===== src/rtl/core/lobm_pkg.sv =====
// ----------------------------------------------------------------------------
// lobm_pkg
// Shared types and constants of the limit order book matcher.
// ----------------------------------------------------------------------------
`timescale 1ns / 1ps
`default_nettype none
package lobm_pkg;
	localparam int SYM_W = 4;
	localparam int QTY_W = 32;
	localparam int PRICE_W = 32;
	localparam int ID_W = 32;
	localparam int TOTAL_W = 37;
	localparam int STAMP_W = 64;
	localparam logic [ID_W-1:0] FIRST_ID_RESET = 32'd1;

	localparam logic SIDE_BUY = 1'b0;
	localparam logic SIDE_SELL = 1'b1;
	localparam logic KIND_FILL = 1'b0;
	localparam logic KIND_SUMMARY = 1'b1;

	// one resting order as seen on the slot read port
	typedef struct packed {
		logic               valid;
		logic [SYM_W-1:0]   symbol;
		logic               side;
		logic [PRICE_W-1:0] price;
		logic [QTY_W-1:0]   remaining;
		logic [ID_W-1:0]    order_id;
		logic [STAMP_W-1:0] stamp;
	} slot_t;

	// outcome of comparing one slot against the running best
	typedef struct packed {
		logic cand;
		logic take;
	} cmp_t;
endpackage
`default_nettype wire


===== src/rtl/core/lobm_cmp_unit.sv =====
// ----------------------------------------------------------------------------
// lobm_cmp_unit
// Shared compare unit: checks one slot for crossing and price-time priority.
// ----------------------------------------------------------------------------
`timescale 1ns / 1ps
`default_nettype none
module lobm_cmp_unit (
	input  wire lobm_pkg::slot_t                 slot,
	input  wire [lobm_pkg::SYM_W-1:0]   symbol,
	input  wire                         side,
	input  wire [lobm_pkg::PRICE_W-1:0] limit,
	input  wire                         found,
	input  wire [lobm_pkg::PRICE_W-1:0] best_price,
	input  wire [lobm_pkg::STAMP_W-1:0] best_stamp,
	output lobm_pkg::cmp_t              res
);
	logic crosses;
	logic better;
	logic older;

	always_comb begin
		if (side == lobm_pkg::SIDE_BUY) begin
			crosses = slot.price <= limit;
			better = slot.price < best_price;
		end else begin
			crosses = slot.price >= limit;
			better = slot.price > best_price;
		end
		older = (slot.price == best_price) && (slot.stamp < best_stamp);
		res.cand = slot.valid && (slot.symbol == symbol) && (slot.side != side) && crosses;
		res.take = res.cand && (!found || better || older);
	end
endmodule
`default_nettype wire


===== config.mk =====
export PLATFORM = sky130hd
export DESIGN_NAME = lobm_cmp_unit
export DESIGN_NICKNAME = d
export VERILOG_FILES = /design/src/rtl/core/lobm_pkg.sv /design/src/rtl/core/lobm_cmp_unit.sv
export SDC_FILE = /design/constraint.sdc
export NUM_CORES = 1
export LEC_CHECK = 0
export BUFFER_PORTS_ARGS = -buffer_cell sky130_fd_sc_hd__buf_4
export CAP_MARGIN = 20
export CORE_AREA = 2 2 118 120
export DETAILED_ROUTE_END_ITERATION = 8
export DIE_AREA = 0 0 120 122
export SLEW_MARGIN = 30
export SYNTH_ARGS = -nofsm -noshare
export SYNTH_HDL_FRONTEND = slang
export SYNTH_SLANG_ARGS = --single-unit

===== constraint.sdc =====
create_clock -name vclk -period 2.7
set_input_delay 0.27 -clock vclk [all_inputs]
set_output_delay 0.27 -clock vclk [all_outputs]
set_load 0.05 [all_outputs]

### After elaboration in Yosys (flattened, before gate mapping)

Index checks and enable logic that the tools add are counted.
Widths: inputs -> output; s select.

| storage, ports and cells | value |
|---|---|
| flip-flop bits (word level) | 0 |
| input port bits | 300 |
| output and inout port bits | 2 |
| logic and storage cells | 18 |

| cells by class | value |
|---|---|
| order comparisons | 5 |
| equality and inequality tests | 3 |
| muxes and demuxes | 2 |
| reductions and logical operators | 8 |

Operators by type and width:

| kind | number |
|---|---|
| $lt 64x64->1 | 1 |
| $eq 32x32->1 | 1 |
| $ge 32x32->1 | 1 |
| $gt 32x32->1 | 1 |
| $le 32x32->1 | 1 |
| $lt 32x32->1 | 1 |
| $logic_and 1x1->1 | 5 |
| $eq 4x4->1 | 1 |
| $logic_or 1x1->1 | 2 |
| $mux 1 | 2 |
| $logic_not 1->1 | 1 |
| $ne 1x1->1 | 1 |

### Logic depth before layout (Yosys ltp)

Gate-level depths: netlist of run 1.

| depth | value |
|---|---|
| word-level depth | 5 |
| depth in mapped cells | 10 |
| gate-level depth less buffers | 10 |

### Least setup slack after synthesis of run 1

OpenSTA, ideal clock, no wires.

| path | value |
|---|---|
| path kind | input to output |
| from | input limit[25] (netlist bit) |
| to | output res[0] (netlist bit) |
| arrival | 2971 ps |
| data required time | 2430 ps |
| slack | -541 ps |
| stages | 10 |
| path buffers | 0 |
| path through | inv_1 > ha_1 > a21o_1 > a21o_1 > a21oi_1 > o22a_1 > nand3_1 > o32a_1 > a21oi_1 > o31a_1 |

RTL lines:

| what | RTL line | RTL |
|---|---|---|
| from (decl) | lobm_cmp_unit.sv:11 | `input wire [lobm_pkg::PRICE_W-1:0] limit,` |
| to (decl) | lobm_cmp_unit.sv:15 | `output lobm_pkg::cmp_t res` |

==> results.tsv, run 1 <==
metric	value	unit
status	finished, violations left	
violations	negative setup slack	
worstPathMaxFanout	2	
synth.top_cell.area_share	0.482	
totalWireLength	10900	um
antenna_found_initial	0	
finalSetupViolations	1	
setup_ws	-16.3	ps
synth_warnings	0	
worst_pin_slew	473	ps
crit_path_cell_trace	buf_4, inv_1, ha_4, nand4_1, or3_4, a21oi_2, nor4_1, o21a_1, o211a_1, mux2i_1, o31a_2, buf_8	
core	0.0135	sq mm
die_y	122	um
wl_met2	5160	um
p_int	444	uW
antennaDiodeCount	0	
cp.arrival	2450	ps
vias	3741	
combPwrFrac	1.000	
first_iter_violations	76	
swShare	0.398	
finalMaxSlewViolations	0	
hp-start	found	
grt_max_degree	6	
drv_cap	0	
hold_violations	0	
drive_gt1_frac	0.395	
layout.nets	1127	
grt_pass1_wl	16800	um
clkPwrFrac	0	
yosys-top-cells-area	ha_1, inv_1, a21o_1, a21oi_1, nand4_1	
max_freq	0.368	GHz
ir_drop	0.0000425	V
syn2layout_area_growth	68.5	%
die-area	0.0146	sq mm
drt-wirelength-per-cell	12.4	um
register_area	0	sq um
worst_hold_path.endpoint	res[0]	
synth_nets	870	
tns	-16.3	ps
design.seq.count	0	
routed.top_layer	met4	
synth_cell_types	38	
wl_met1	4980	um
crit_required	2430	ps
synth.avg_cell_area	7.45	sq um
grt_use_total	0.140	
finalCritPeriodShare	1.01	
crit_path_max_incr_delay	450	ps
overflow	0	
dp_hpwl	10400	um
viasPerCell	4.26	
rsz0062_at_grt	true	
hold_class	in -> out	
cp-end-kind	primary output	
fp-row-count	43	
start_util	0.244	
p_sw	294	uW
synthTopCellsByCount	ha_1, inv_1, a21o_1	
p_seq_frac	0	
n_fill_cell	1440	
leakage	3.46	nW
ios	302	
path_class	in -> out	
nClkBuffers	0	
period_needed	2720	ps
synth_cells	443	
ys_seq_area_frac	0	
power	738	uW
postCtsHoldBufs	0	
route.detailed.drc	0	
synth_area	0.00330	sq mm
die_width	120	um
numPortBuffers	238	
wl_met3	547	um
hold_depth	4	
place.gp.congestion	0.789	
drtAntennaViolNets	0	
yosysTopAreaCell	ha_1	
critPathLaunchType	primary input	
power_per_cell_area	133	mW/mm^2
grt_pass1_vias	3624	
slew_headroom	0.682	
crit_slowest_cell	or3_4	
first_pass_iters	6	
[power groups by stage]
stage          Clock, mW  Sequential, mW  Combinational, mW
2_1_floorplan          0               0              0.345
3_3_place_gp           0               0              0.719
3_5_place_dp           0               0              0.724
4_1_cts                0               0              0.740
5_1_grt                0               0              0.844
6_report               0               0              0.738
[per-layer routing]
layer  GRT usage  vias up
met3      0.0131       12
met1       0.192     1558
met2       0.240      105
met5           0        -
met4      0.0206        0
li1            -     2066
[cell usage in the layout (no fill, tap or decap), types with 6 or more instances in the layout]
cell type / Yosys / routed
buf_4: 0 / 254
inv_1: 127 / 126
ha_1: 127 / 123
a21o_1: 40 / 40
a21oi_1: 35 / 32
nand4_1: 28 / 28
nand2_1: 8 / 8
nand3_1: 9 / 8
o21ai_0: 8 / 7
o21a_1: 6 / 6
[stage by stage]
stage / hold slack, ps / area [sq um] / cells / setup slack [ps] / util
after floorplan: 719 / 3310 / 443 / 75.6 / -
after CTS: 985 / 5520 / 878 / 2.76 / 0.408
after global routing: 1000 / 5560 / 878 / -107 / 0.411
final: 983 / 5560 / 878 / -16.3 / 0.411
after detailed placement: 983 / 5430 / 875 / -101 / 0.402
after global placement: 989 / 5430 / 875 / -89.2 / 0.402
[timing repair]
item                                    CTS  global route
gates resized for setup                  11             5
buffers inserted                          3             0
endpoints found under the setup margin    1             1
pin swaps                                 7             4
[cell families after synthesis]
kind of cell	after synthesis	share of synthesized area
AO/OA/AOI/OAI	111	0.230
XOR/XNOR	5	0.0133
AND/OR/NAND/NOR	72	0.127
buffers and inverters	127	0.145
adder cells (fa/ha/maj)	127	0.482
multiplexers	1	0.00304
[layout make-up]
type	instances	area [sq um]	share of cell area
multi-input combinational	316	2930	0.528
tap	180	225	0.0405
timing repair buffer	255	1920	0.346
inverter	127	477	0.0858
[worst max-delay path, delay by kind of cell]
| kind | cells | cell delay (ps) |
|---|---|---|
| buffers and inverters | 3 | 300 |
| AND/OR/NAND/NOR | 3 | 660 |
| adder cells (fa/ha/maj) | 1 | 270 |
| AO/OA/AOI/OAI | 4 | 830 |
| multiplexers | 1 | 120 |
[worst max-delay path by stage]
stage | startpoint | to | slack [ps] | depth (start not counted)
finish | best_price[23] | res[0] | -20 | 12
CTS | slot[149] | res[0] | 3 | 12
global placement | slot[29] | res[0] | -90 | 10
floorplan | limit[25] | res[0] | 80 | 10
detailed placement | slot[149] | res[0] | -100 | 11
global route | best_price[23] | res[0] | -110 | 12
(Power assumes the default switching activity.)
==> run 2: changes to the inputs <==
==> constraint.sdc (replaced) <==
create_clock -name vclk -period 2.7
set_input_delay 0.135 -clock vclk [all_inputs]
set_output_delay 0.135 -clock vclk [all_outputs]
set_load 0.05 [all_outputs]
==> run 2 against run 1 <==
The run now ends clean; design area shrank 4.2%; first-iteration DRC count fell by 20%; die area unchanged; core utilization is 1.7 points lower; total power fell by 5.3%; worst setup slack better by 190 ps; via count decreased by 0.45%; cell count is 1.8% lower; fmax is 7.5% higher; combinational power down 5.3%; hold slack worse by 300 ps; non-clock buffer count down 16.
==> results.tsv, run 2 (synthesis results as in run 1) <==
metric	value	unit
rsz0062_at_grt	false	
drv_cap	0	
grt_use_total	0.139	
use_met1	0.184	
finalMaxSlewViolations	0	
crit_required	2570	ps
syn2layout_area_growth	61.3	%
crit_top_cell	buf_4	
path_class	in -> out	
grt_max_degree	6	
post-cts-setup-buffers	0	
drt-wirelength-per-cell	12.5	um
period_needed	2530	ps
dp_hpwl	10400	um
placed_cell_area	0.00532	sq mm
final_common_cell	buf_4	
hold_class	in -> out	
fp-row-count	43	
drtAntennaViolNets	0	
power_per_cell_area	131	mW/mm^2
core	0.0135	sq mm
ctsResizeCount	0	
totalWireLength	10800	um
route.detailed.drc	0	
critPathLaunchType	primary input	
worst_pin_slew	492	ps
stdcell_count	862	
nClkBuffers	0	
max_freq	0.396	GHz
clkPwrFrac	0	
layout.nets	1111	
dp_cells	862	
start_util	0.244	
setup_ws	172	ps
p_int	419	uW
register_area	0	sq um
grt_pass1_wl	16800	um
first_iter_violations	61	
tns	0	ps
postCtsHoldBufs	0	
leakage	3.36	nW
crit_path_max_incr_delay	440	ps
crit_slowest_cell	or3_1	
pre_cts_slack	165	ps
p_sw	280	uW
combPwrFrac	1.000	
status	completed	
cp.arrival	2390	ps
ios	302	
cp-end-kind	primary output	
die_width	120	um
swShare	0.401	
finalSetupViolations	0	
place.gp.congestion	0.820	
crit_path_cell_trace	buf_4, ha_1, nand4_1, or3_1, a21oi_1, nor4_1, o21a_1, o211a_1, mux2i_1, o31a_1, buf_4	
gr-usage-met2	0.248	
die_y	122	um
finalCritPeriodShare	0.936	
die-area	0.0146	sq mm
design.seq.count	0	
vias	3724	
overflow	0	
final_area	0.00532	sq mm
numPortBuffers	238	
slew_headroom	0.669	
antenna_found_initial	0	
ir_drop	0.0000533	V
busiest_layer	met2	
first_pass_iters	4	
antennaDiodeCount	0	
hold_violations	0	
worstPathMaxFanout	3	
grt_pass1_vias	3584	
p_seq_frac	0	
viasPerCell	4.32	
drive_gt1_frac	0.364	
gr-usage-met3	0.0150	
most-common-layout-cells	buf_4, inv_1, ha_1	
[run 2: changes by cell type in the layout (fill, tap and decap cells not counted), moves of 2 or more]
cell / before / now
buf_4: 254 / 239
ha_4: 4 / 0
a21oi_1: 32 / 34
ha_1: 123 / 127
[run 2: area by class of cell]
class	count	area [sq um]
Fill cell	1432	8180
Multi-Input combinational cell	316	2830
Timing Repair Buffer	239	1790
Inverter	127	477
Tap cell	180	225
[run 2: final timing paths]
path                       from     end  slack, ps  depth (start not counted)
worst min-delay path  slot[165]  res[1]        680                          4
worst max-delay path  slot[151]  res[0]        170                         11
[run 2: critical path: cells and delay by family]
family | cells | cell delay [ps]
compound gates | 4 | 830
simple gates | 3 | 680
buf+inv | 2 | 310
fa+ha+maj | 1 | 310
mux | 1 | 140
[run 2: routing by layer]
layer  vias to the layer above  routed length, um  part of all wire
li1                       2035                  -                 -
met1                      1569               4900              0.45
met2                       108               5200              0.48
met3                        12                550             0.051
met4                         0                159             0.015
met5                         -                  0                 0
[run 2: power groups by stage]
| stage | Clock, mW | Sequential [mW] | Combinational [mW] |
|---|---|---|---|
| after global placement | 0 | 0 | 0.697 |
| after global routing | 0 | 0 | 0.798 |
| final | 0 | 0 | 0.699 |
| after CTS | 0 | 0 | 0.706 |
| after floorplan | 0 | 0 | 0.343 |
| after detailed placement | 0 | 0 | 0.702 |
[run 2: through the flow]
| step | total power, mW | util | hold WS (ps) |
|---|---|---|---|
| after floorplan | 0.343 | - | 443 |
| after global placement | 0.697 | 0.394 | 682 |
| after detailed placement | 0.702 | 0.394 | 687 |
| after CTS | 0.706 | 0.394 | 688 |
| after global routing | 0.798 | 0.394 | 716 |
| final | 0.699 | 0.394 | 680 |
==> run 3: changes to the inputs <==
Settings changed: CORE_AREA 2 2 118 120 to 2 2 119 121, DIE_AREA 0 0 120 122 to 0 0 121 123.
==> run 3 against run 2 <==
Count of clock-buffer cells in the layout unchanged; global-route usage decreased by 0.44 points; critical path depth is the same; non-clock buffer count stayed put; wire length down 2.2%; critical endpoint unchanged.
==> results.tsv, run 3 (synthesis results as in run 1) <==
metric	value	unit
swShare	0.399	
drive_gt1_frac	0.364	
worst-path-stages	11	
worst_pin_slew	519	ps
core	0.0136	sq mm
crit_path_max_incr_delay	470	ps
finalMaxSlewViolations	0	
syn2layout_area_growth	61.6	%
vias	3691	
design.seq.count	0	
hold_depth	4	
max_freq	0.392	GHz
finalCritPeriodShare	0.946	
ios	302	
totalWireLength	10600	um
crit_top_cell	buf_4	
cp.arrival	2420	ps
cp-end-kind	primary output	
die_y	123	um
fin_util	0.392	
crit_slowest_cell	or3_1	
n_fill_cell	1448	
drtAntennaViolNets	0	
final_common_cell	buf_4	
grt_use_total	0.135	
status	completed	
crit_family	compound AO/OA/AOI/OAI gates	
cp_num_buf_inv	2	
drt-wirelength-per-cell	12.3	um
register_area	0	sq um
grt_max_degree	6	
final_area	0.00533	sq mm
start_util	0.242	
most-common-layout-cells	buf_4, inv_1, ha_1	
worstPathMaxFanout	3	
rsz0062_at_grt	false	
p_int	418	uW
layout.nets	1111	
grt_pass1_wl	16600	um
crit_path_cell_trace	buf_4, ha_1, nand4_1, or3_1, a21oi_1, nor4_1, o21a_1, o211a_1, mux2i_1, o31a_1, buf_4	
tns	0	ps
slew_headroom	0.651	
antenna_found_initial	0	
p_seq_frac	0	
power_per_cell_area	131	mW/mm^2
drv_cap	0	
p_sw	278	uW
ir_drop	0.0000516	V
leakage	3.38	nW
crit_required	2570	ps
first_pass_iters	4	
die_width	121	um
first_iter_violations	72	
antennaDiodeCount	0	
fp-row-count	43	
clkPwrFrac	0	
place.gp.congestion	0.783	
hold_class	in -> out	
hold_violations	0	
critPathLaunchType	primary input	
finalSetupViolations	0	
die-area	0.0149	sq mm
overflow	0	
viasPerCell	4.28	
path_class	in -> out	
grt_pass1_vias	3599	
placed_cell_area	0.00531	sq mm
dp_hpwl	10200	um
period_needed	2550	ps
combPwrFrac	1.000	
numPortBuffers	238	
route.detailed.drc	0	
nClkBuffers	0	
## run 3: cell counts in the layout (fill, tap and decap cells not counted)
No cell type changed its count.
## run 3: timing repair
item / CTS / global route
hold buffers: 0 / 0
endpoints found under the hold margin: 0 / 0
resized for setup: 0 / 1
endpoints found under the setup margin: 0 / 1
buffers inserted: 0 / 1
## run 3: final cells by class
type	instances	area, sq um	share of cell area
Tap cell	180	225	0.0423
Multi-Input combinational cell	316	2830	0.532
Timing Repair Buffer	239	1790	0.337
Inverter	127	477	0.0894
## run 3: final timing paths
path | start | slack (ps) | end
worst max-delay path | slot[151] | 150 | res[0]
worst min-delay path | slot[165] | 700 | res[1]
## run 3: per-stage QoR
step | setup slack, ps | std cells | hold WS (ps) | power (mW)
after floorplan | 62.0 | 443 | 443 | 0.343
after global placement | 147 | 861 | 707 | 0.695
after detailed placement | 17.8 | 861 | 709 | 0.701
after CTS | 13.1 | 861 | 709 | 0.705
after global routing | 13.4 | 862 | 731 | 0.801
final | 146 | 862 | 700 | 0.696
## run 3: power by group through the flow
stage	Combinational, mW	Sequential (mW)	Clock (mW)
floorplan	0.343	0	0
global placement	0.695	0	0
detailed placement	0.701	0	0
CTS	0.705	0	0
global route	0.801	0	0
finish	0.696	0	0
## run 3: per-layer routing
metal,vias to the layer above,GRT usage,share of wire
met5,-,0,0
met4,0,0.0233,0.022
met3,14,0.0175,0.069
met2,112,0.234,0.47
met1,1526,0.179,0.44
li1,2039,-,-
